## config.mk

```make
export PLATFORM = sky130hd
export DESIGN_NAME = c_escape_expander
export DESIGN_NICKNAME = d
export VERILOG_FILES = /design/src/hdl/cee_pkg.sv /design/src/hdl/c_escape_expander.sv /design/src/hdl/cee_cfg.sv /design/src/hdl/cee_expand.sv /design/src/hdl/cee_serial.sv
export SDC_FILE = /design/constraint.sdc
export NUM_CORES = 1
export LEC_CHECK = 0
export BUFFER_PORTS_ARGS = -buffer_cell sky130_fd_sc_hd__clkbuf_2
export CAP_MARGIN = 40
export CORE_ASPECT_RATIO = 1.4
export CORE_MARGIN = 8
export CORE_UTILIZATION = 50
export CTS_CLUSTER_DIAMETER = 100
export DETAILED_ROUTE_END_ITERATION = 8
export PLACE_DENSITY_LB_ADDON = 0.05
export SLEW_MARGIN = 30
export SYNTH_ARGS = -nofsm -noshare
export SYNTH_HDL_FRONTEND = slang
export SYNTH_SLANG_ARGS = --single-unit
export TNS_END_PERCENT = 50
```

## constraint.sdc

```tcl
create_clock -name clk -period 7.75 [get_ports clk]
set_input_delay 0.775 -clock clk [delete_from_list [all_inputs] [get_ports clk]]
set_output_delay 0.775 -clock clk [all_outputs]
set_load 0.01 [all_outputs]
```

## src/hdl/cee_pkg.sv

```systemverilog
`timescale 1ns / 1ps
// cee_pkg: shared constants, types and the character table of the escape expander
// no dependencies

package cee_pkg;

  localparam int unsigned MaskW   = 64;
  localparam int unsigned NumMask = 4;
  localparam int unsigned CfgIdxW = 4;
  localparam int unsigned MaxOut  = 5;
  localparam int unsigned CntW    = 3;

  localparam logic [CfgIdxW-1:0] CfgEscape0    = 4'd0;
  localparam logic [CfgIdxW-1:0] CfgEscape1    = 4'd1;
  localparam logic [CfgIdxW-1:0] CfgEscape2    = 4'd2;
  localparam logic [CfgIdxW-1:0] CfgEscape3    = 4'd3;
  localparam logic [CfgIdxW-1:0] CfgException0 = 4'd4;
  localparam logic [CfgIdxW-1:0] CfgException1 = 4'd5;
  localparam logic [CfgIdxW-1:0] CfgException2 = 4'd6;
  localparam logic [CfgIdxW-1:0] CfgException3 = 4'd7;

  localparam logic [7:0] Backslash = 8'h5C;
  localparam logic [7:0] DigitZero = 8'h30;
  localparam logic [7:0] Nul       = 8'h00;
  localparam logic [7:0] PrintLo   = 8'h20;
  localparam logic [7:0] PrintHi   = 8'h7E;

  typedef struct packed {
    logic [MaxOut-1:0][7:0] chars;
    logic [CntW-1:0]        cnt;
  } exp_t;

  typedef struct packed {
    logic [NumMask*MaskW-1:0] escape;
    logic [NumMask*MaskW-1:0] exception;
  } masks_t;

  // letter for the standard escapes 7..13, zero when none applies
  function automatic logic [7:0] short_escape(input logic [7:0] v);
    logic [7:0] letter;
    unique case (v)
      8'd7:    letter = 8'h61; // a
      8'd8:    letter = 8'h62; // b
      8'd9:    letter = 8'h74; // t
      8'd10:   letter = 8'h6E; // n
      8'd11:   letter = 8'h76; // v
      8'd12:   letter = 8'h66; // f
      8'd13:   letter = 8'h72; // r
      default: letter = Nul;
    endcase
    return letter;
  endfunction

endpackage

```

## src/hdl/c_escape_expander.sv

```systemverilog
`timescale 1ns / 1ps
// c_escape_expander: top level; a source byte is registered, expanded, then sent
// through an output shifter one char per beat; the expansion is combinational.
// throughput: one output beat per cycle unless out_stall; an item gives one beat per
// char of its 1 to 5 char expansion; the next item is taken as the last beat leaves.
// reset: synchronous active-high rst clears all masks and empties both stages.
// depends on cee_pkg, cee_cfg, cee_expand, cee_serial

module c_escape_expander (
  input  logic                        clk,
  input  logic                        rst,
  input  logic                        cfg_we,
  input  logic [cee_pkg::CfgIdxW-1:0] cfg_index,
  input  logic [cee_pkg::MaskW-1:0]   cfg_data,
  input  logic                        src_valid,
  output logic                        src_stall,
  input  logic [7:0]                  src_byte,
  input  logic                        src_last,
  output logic                        out_valid,
  input  logic                        out_stall,
  output logic [7:0]                  out_char,
  output logic                        out_last
);

  cee_pkg::masks_t masks;
  cee_pkg::exp_t   exp;
  logic            exp_valid;
  logic            take;

  cee_cfg u_cfg (
    .clk       (clk),
    .rst       (rst),
    .cfg_we    (cfg_we),
    .cfg_index (cfg_index),
    .cfg_data  (cfg_data),
    .masks     (masks)
  );

  cee_expand u_expand (
    .clk       (clk),
    .rst       (rst),
    .src_valid (src_valid),
    .src_stall (src_stall),
    .src_byte  (src_byte),
    .src_last  (src_last),
    .masks     (masks),
    .take      (take),
    .exp_valid (exp_valid),
    .exp       (exp)
  );

  cee_serial u_serial (
    .clk       (clk),
    .rst       (rst),
    .exp_valid (exp_valid),
    .exp       (exp),
    .take      (take),
    .out_valid (out_valid),
    .out_stall (out_stall),
    .out_char  (out_char),
    .out_last  (out_last)
  );

endmodule

```

## src/hdl/cee_cfg.sv

```systemverilog
`timescale 1ns / 1ps
// cee_cfg: escape and exception mask registers behind the write port
// depends on cee_pkg

module cee_cfg (
  input  logic                           clk,
  input  logic                           rst,
  input  logic                           cfg_we,
  input  logic [cee_pkg::CfgIdxW-1:0]    cfg_index,
  input  logic [cee_pkg::MaskW-1:0]      cfg_data,
  output cee_pkg::masks_t                masks
);

  logic [cee_pkg::NumMask-1:0][cee_pkg::MaskW-1:0] escape_mask;
  logic [cee_pkg::NumMask-1:0][cee_pkg::MaskW-1:0] exception_mask;

  always_ff @(posedge clk) begin
    if (rst) begin
      escape_mask    <= '0;
      exception_mask <= '0;
    end else if (cfg_we) begin
      unique case (cfg_index)
        cee_pkg::CfgEscape0:    escape_mask[0]    <= cfg_data;
        cee_pkg::CfgEscape1:    escape_mask[1]    <= cfg_data;
        cee_pkg::CfgEscape2:    escape_mask[2]    <= cfg_data;
        cee_pkg::CfgEscape3:    escape_mask[3]    <= cfg_data;
        cee_pkg::CfgException0: exception_mask[0] <= cfg_data;
        cee_pkg::CfgException1: exception_mask[1] <= cfg_data;
        cee_pkg::CfgException2: exception_mask[2] <= cfg_data;
        cee_pkg::CfgException3: exception_mask[3] <= cfg_data;
        default: ;
      endcase
    end
  end

  assign masks.escape    = escape_mask;
  assign masks.exception = exception_mask;

endmodule

```

## src/hdl/cee_expand.sv

```systemverilog
`timescale 1ns / 1ps
// cee_expand: input register and the expansion of one source byte into up to five chars
// depends on cee_pkg

module cee_expand (
  input  logic            clk,
  input  logic            rst,
  input  logic            src_valid,
  output logic            src_stall,
  input  logic [7:0]      src_byte,
  input  logic            src_last,
  input  cee_pkg::masks_t masks,
  input  logic            take,
  output logic            exp_valid,
  output cee_pkg::exp_t   exp
);

  logic       s1_valid;
  logic [7:0] s1_byte;
  logic       s1_last;

  logic                                 printable;
  logic                                 esc_hit;
  logic                                 exc_hit;
  logic [7:0]                           letter;
  logic [cee_pkg::MaxOut-1:0][7:0]      base;
  logic [cee_pkg::CntW-1:0]             base_cnt;

  assign src_stall = s1_valid && !take;
  assign exp_valid = s1_valid;

  always_ff @(posedge clk) begin
    if (rst) begin
      s1_valid <= 1'b0;
    end else if (!s1_valid || take) begin
      s1_valid <= src_valid;
    end
  end

  always_ff @(posedge clk) begin
    if (src_valid && !src_stall) begin
      s1_byte <= src_byte;
      s1_last <= src_last;
    end
  end

  always_comb begin
    printable = (s1_byte >= cee_pkg::PrintLo) && (s1_byte <= cee_pkg::PrintHi);
    esc_hit   = masks.escape[s1_byte];
    exc_hit   = masks.exception[s1_byte];
    letter    = cee_pkg::short_escape(s1_byte);
    base      = '0;
    base_cnt  = '0;
    if (printable && esc_hit) begin
      base[0]  = cee_pkg::Backslash;
      base[1]  = s1_byte;
      base_cnt = 3'd2;
    end else if (printable || exc_hit) begin
      base[0]  = s1_byte;
      base_cnt = 3'd1;
    end else if (letter != cee_pkg::Nul) begin
      base[0]  = cee_pkg::Backslash;
      base[1]  = letter;
      base_cnt = 3'd2;
    end else begin
      base[0]  = cee_pkg::Backslash;
      base[1]  = cee_pkg::DigitZero + {6'd0, s1_byte[7:6]};
      base[2]  = cee_pkg::DigitZero + {5'd0, s1_byte[5:3]};
      base[3]  = cee_pkg::DigitZero + {5'd0, s1_byte[2:0]};
      base_cnt = 3'd4;
    end
    // terminator slot is already zero; only the count grows
    exp.chars = base;
    exp.cnt   = s1_last ? base_cnt + 3'd1 : base_cnt;
  end

endmodule

```

## src/hdl/cee_serial.sv

```systemverilog
`timescale 1ns / 1ps
// cee_serial: output shifter that sends the expanded chars one beat per cycle
// unless out_stall; depends on cee_pkg

module cee_serial (
  input  logic          clk,
  input  logic          rst,
  input  logic          exp_valid,
  input  cee_pkg::exp_t exp,
  output logic          take,
  output logic          out_valid,
  input  logic          out_stall,
  output logic [7:0]    out_char,
  output logic          out_last
);

  logic [cee_pkg::MaxOut-1:0][7:0] chars;
  logic [cee_pkg::CntW-1:0]        cnt;
  logic                            busy;
  logic                            pop;
  logic                            free;

  assign busy = (cnt != '0);
  assign pop  = busy && !out_stall;
  assign free = !busy || (pop && cnt == 3'd1);
  assign take = free && exp_valid;

  always_ff @(posedge clk) begin
    if (rst) begin
      cnt <= '0;
    end else if (take) begin
      cnt <= exp.cnt;
    end else if (pop) begin
      cnt <= cnt - 3'd1;
    end
  end

  always_ff @(posedge clk) begin
    if (take) begin
      chars <= exp.chars;
    end else if (pop) begin
      chars <= {8'd0, chars[cee_pkg::MaxOut-1:1]};
    end
  end

  assign out_valid = busy;
  assign out_char  = chars[0];
  assign out_last  = (cnt == 3'd1);

endmodule

```

### After elaboration in Yosys (flattened, before gate mapping)

Index checks and enable logic that the tools add are counted.

* $add $sub $neg: 5
* $lt $le $gt $ge: 3
* eq/ne operators: 15
* mux-type cells: 19
* reductions and logical operators: 27

Operator list (number)
* $mux 16: 4
* $mux 32: 2
* $pmux 7 s7: 1
* $eq 8x4->1 const B: 6
* $mux 24: 1
* $mux 3: 6
* $bmux 1 s8: 2
* $eq 4x3->1 const B: 4
* $reduce_and 2->1: 8
* $add 6x3->7 const A: 2
* $lt 8x9->1 const B: 1
* $eq 4x2->1 const B: 2
* $eq 8x3->1 const B: 1
* $ge 8x6->1 const B: 1
* $le 8x7->1 const B: 1
* $mux 8: 1
* $reduce_bool 8->1: 1
* $add 6x2->7 const A: 1
* $logic_and 1x1->1: 7
* $logic_not 1->1: 5
* $eq 4x1->1 const B: 1
* $logic_not 4->1: 1
* $add 3x1->3 const B: 1
* $eq 3x1->1 const B: 1
* 5 further kinds: 8

* flip-flop bits (word level): 557
* bits of input ports: 82
* output and inout bits: 11
* logic and storage cells: 85

### Logic depth before layout (Yosys ltp)

* word-level depth: 9
* gate-level depth with buffers: 17
* depth with buffers taken out: 12

### Hierarchy

Synthesis repeated with hierarchy kept, for this count alone.

* cell total of the unflattened synthesis: 2271
* area total of the unflattened synthesis: 25522.0 µm²

Modules (own cells, without submodules)
* cee_cfg: times used 1, cells each 1797, area each 19925.4 µm², seq. area each 10249.8 µm²
* cee_expand: times used 1, cells each 349, area each 3617.2 µm², seq. area each 290.3 µm²
* cee_serial: times used 1, cells each 125, area each 1979.4 µm², seq. area each 1261.2 µm²

### Worst setup path after synthesis

Ideal clock, no wire load.

* kind: reg-to-reg
* start point: reg u_expand.s1_byte[0]
* end point: reg u_serial.cnt[1] in the netlist's numbering
* setup time: 0.125 ns
* arrival: 3.322 ns
* data required time: 7.625 ns
* path slack: 4.303 ns
* stages on the path, launching flop included: 16
* path buffers: 4
* clock period less this slack: 3.447 ns
* cell sequence: edfxtp_1 > buf_4 > buf_2 > buf_4 > mux4_2 > a22oi_1 > a31oi_1 > o41ai_1 > o21ai_1 > buf_2 > nor2_2 > or2_2 > ha_1 > nor3b_1 > a211oi_1 > o41a_1

* cells in the longest elaborated chain, start to end: 9
* elaborated cells on any way between the ends: 24
* those cells by class: 1 x add/sub; 2 x order compare; 7 x eq/ne; 10 x mux; 4 x reduce/logical

Ends and longest elaborated chain
* from (decl): line cee_expand.sv:19 `logic [7:0] s1_byte;`
* from (signal assigned): line cee_expand.sv:42 `s1_byte <= src_byte;`
* parallel branches: the longest is 5 deep, another holds $bmux 1 s8
* $mux 3 *: line cee_expand.sv:54 `if (printable && esc_hit) begin`
* $add 3x1->3: line cee_expand.sv:74 `exp.cnt = s1_last ? base_cnt + 3'd1 : base_cnt;`
* $mux 3 *: line cee_expand.sv:74
* $mux 3 *: line cee_serial.sv:31 `end else if (take) begin`
* to (signal assigned): line cee_serial.sv:32 `cnt <= exp.cnt;`
* to (signal assigned): line cee_serial.sv:34 `cnt <= cnt - 3'd1;`
* to (decl): line cee_serial.sv:18 `logic [cee_pkg::CntW-1:0] cnt;`

Mark *: on every way between the ends. The select of a mux whose other input is x is not followed.
A chain may end at the register's enable or synchronous reset.

### Final worst setup path

Ends and elaborated chain as after synthesis.

==> results.cfg <==
[outcome]
outcome = completed

[cells_and_area]
layout.filler_cells = 2764
n_antenna_cell = 0
area_growth_syn_to_layout_pct = 8.30
layout_cell_share_with_drive_strength_beyond_1_pct = 15.5
finalNetCount = 1735
final_util_pct = 54.6
post-route-cell-area_mm2 = 0.0159

[drt]
drt_pass1_iterations = 5
drt-vias-per-instance = 5.57
drt-wirelength-per-cell_um = 19.3
drcViolationCount = 0
finalWirelength_um = 39600
postRouteAntennaNets = 0
detailedRoute.firstIterationViolations = 808
detailroute.via_count = 11418

[grt]
met3_usage_pct = 3.31
wire_length_of_the_first_global_routing_pass_um = 62600
grt_most_used_layer = met2
grt_pass1_vias = 11087
grt_overflow_total = 0
grt_start_max_net_pins = 115
groute.layer.met2.usage_pct = 39.5
groute.layer.met1.usage_pct = 27.6
globalRouteTotalUtil_pct = 22.3
antenna_found_initial = 0

[clock_network]
htree_num_levels = 2
clock_latency_at_the_later_pin_of_the_worst_skew_pair_ns = 0.52
clock_transition_at_the_registers_of_the_reported_paths_ns = 0.06
post_cts_buffers = 0
resized_gates_after_cts = 0
cts_sinks = 325
clock_tree.buffer_depth = 3
clock_tree_from_tritoncts = yes
numCtsBuffers = 34
cts_hold_buffers = 0
cts_root_buf = clkbuf_16

[sta]
final.hold.worst_slack_ns = 0.434
fmax_mhz = 207
finalCriticalPeriod_ns = 4.82
timing.slew.headroom_pct = 47.2
timing.final.max_slew_violations = 0
worst_slew_pin_slew_ns = 0.792
finalClockSkew_ns = 0.00956
setup_total_negative_slack_ns = 0
setup_viol = 0
unrepaired_setup_endpoints_after_global_routing = no
period_share_pct = 62.2
finalHoldViolCount = 0

[place]
place_area_mm2 = 0.0148
io_buffers = 92
gp_congestion = 0.832
place.detailed.hpwl_um = 25700

[run]
timing.max_cap.violations = 0

[setup_path]
arrival_ns = 5.28
worstSetupPathType = register to register
crit_path_end_kind = register
timing.critical_path.required_ns = 8.20
worst-path-max-fanout = 33
worst_r2r_path_depth = 13
startpoint_class_of_the_critical_path = register

[floorplanning]
core-area_mm2 = 0.0291
std_cell_rows = 74
chipHeight_um = 219
die-area_mm2 = 0.0352
top_level_ports = 93
initial_utilization_pct = 50.5
die_width_um = 161

[synth]
yosys_most_used_dff = dfxtp_1
synth-edff-count = 33
synth_nets = 1795
netlist_instances = 1709
yosys_warnings = 0
mappedNetlistArea_mm2 = 0.0147
netlist-cell-type-count = 58
synth-async-reset-ratio_pct = 0
avgSynthCellArea_um2 = 8.58
synth.ff_latch_count = 325
synth_sequential_area_ratio_pct = 46.6

[hold_path]
worstHoldPathType = primary input to register
hold-path-cell-count = 1

[power]
power_consumption_mw = 4.12
peak_supply_drop_uv = 222
p_per_area_mw_per_mm2 = 259
leakagePower_nw = 5.42
power breakdown:
group	internal, mW	leakage, nW	switching (mW)
logic	0.215	2.19	0.371
clock network	0.976	0.546	0.658
registers	1.84	2.68	0.0542
total	3.03	5.42	1.08
worst paths after layout:
check / startpoint / end / slack (ns)
hold reg to reg: u_cfg.masks[338] / u_cfg.masks[338] / 0.45
setup / recovery: u_expand.s1_byte[0] / u_serial.cnt[1] / 2.93
hold / removal: src_byte[1] / u_expand.s1_byte[1] / 0.43
setup reg to reg: u_expand.s1_byte[0] / u_serial.cnt[1] / 2.93
critical path, cell delays in order, from the launching register on:
cell,delay (ns)
edfxtp_1,0.82
buf_4,0.65
mux4_2,0.59
mux4_2,0.53
a211oi_1,0.26
a21oi_1,0.08
a221oi_2,0.34
o21ai_1,0.21
buf_2,0.24
nor2b_1,0.24
ha_1,0.33
nor3b_1,0.04
a211oi_1,0.23
o41a_1,0.17
cells in the mapped netlist, types with 8 or more instances:
library cell	count	area, um^2
clkbuf_1	107	402
dfxtp_1	292	5850
mux2i_1	25	250
inv_1	10	37.5
and2_1	8	50.1
buf_1	18	67.6
a21oi_1	304	1520
edfxtp_1	33	991
nor2_1	20	75.1
nor3b_1	8	60.1
mux4_2	70	1580
nor2b_1	11	68.8
buf_2	13	65.1
nand2_1	603	2260
buf_4	72	541
nand3_1	11	55.1
layout by cell type (no fill, tap or decap), drive strengths merged, types with 4 or more instances in the layout:
master	instances
nand2b	4
nor2b	11
nor3b	8
a21oi	304
nand2	603
clkbuf	143
clkinv	4
mux2	4
edfxtp	33
a22oi	6
nand3	11
inv	12
nor3	6
a211oi	5
mux4	70
nand3b	7
ha	4
buf	29
nor2	21
o21a	4
a311oi	4
mux2i	25
o21ai	9
and2	8
a31oi	5
dfxtp	292
stage by stage:
stage	std cells	setup WS, ns
after CTS	2050	2.86
after detailed placement	1992	2.89
final	2051	2.93
after global routing	2051	2.55
after global placement	1987	2.96
after floorplan	1709	4.30
flip-flops by register name (all words and copies together), names as in the netlist:
name and cells:
u_cfg.masks 288, u_expand.exp_valid 1, u_expand.s1_byte 8, u_expand.s1_last 1, u_serial.chars 16, u_serial.cnt 3, u_serial.out_char 8
metal layers:
metal  vias up  part of all wire, %  wire (um)
li1       5582                    -          -
met1      5537                   42      16700
met2       248                   51      20200
met3        51                  4.4       1740
met4         0                  2.3        911
met5         -                    0          0
final cells by class:
type | instances | area (um^2) | area share (%)
tap | 380 | 475 | 2.99
timing repair buffer | 121 | 732 | 4.61
sequential | 325 | 6840 | 43.0
multi-input combinational | 1156 | 6690 | 42.1
clock inverter | 7 | 91.3 | 0.575
clock buffer | 51 | 1020 | 6.41
inverter | 11 | 41.3 | 0.260
cell families after synthesis:
logic type / Yosys count / share of synthesized area [%]
AND/OR/NAND/NOR: 690 / 18.8
flip-flops: 325 / 46.6
XOR/XNOR: 3 / 0.179
other: 1 / 0.0256
AO/OA/AOI/OAI: 359 / 13.3
adder cells (fa/ha/maj): 4 / 0.341
multiplexers: 99 / 12.8
buffers and inverters: 228 / 8.02
Power figures use the tool's default switching activity.
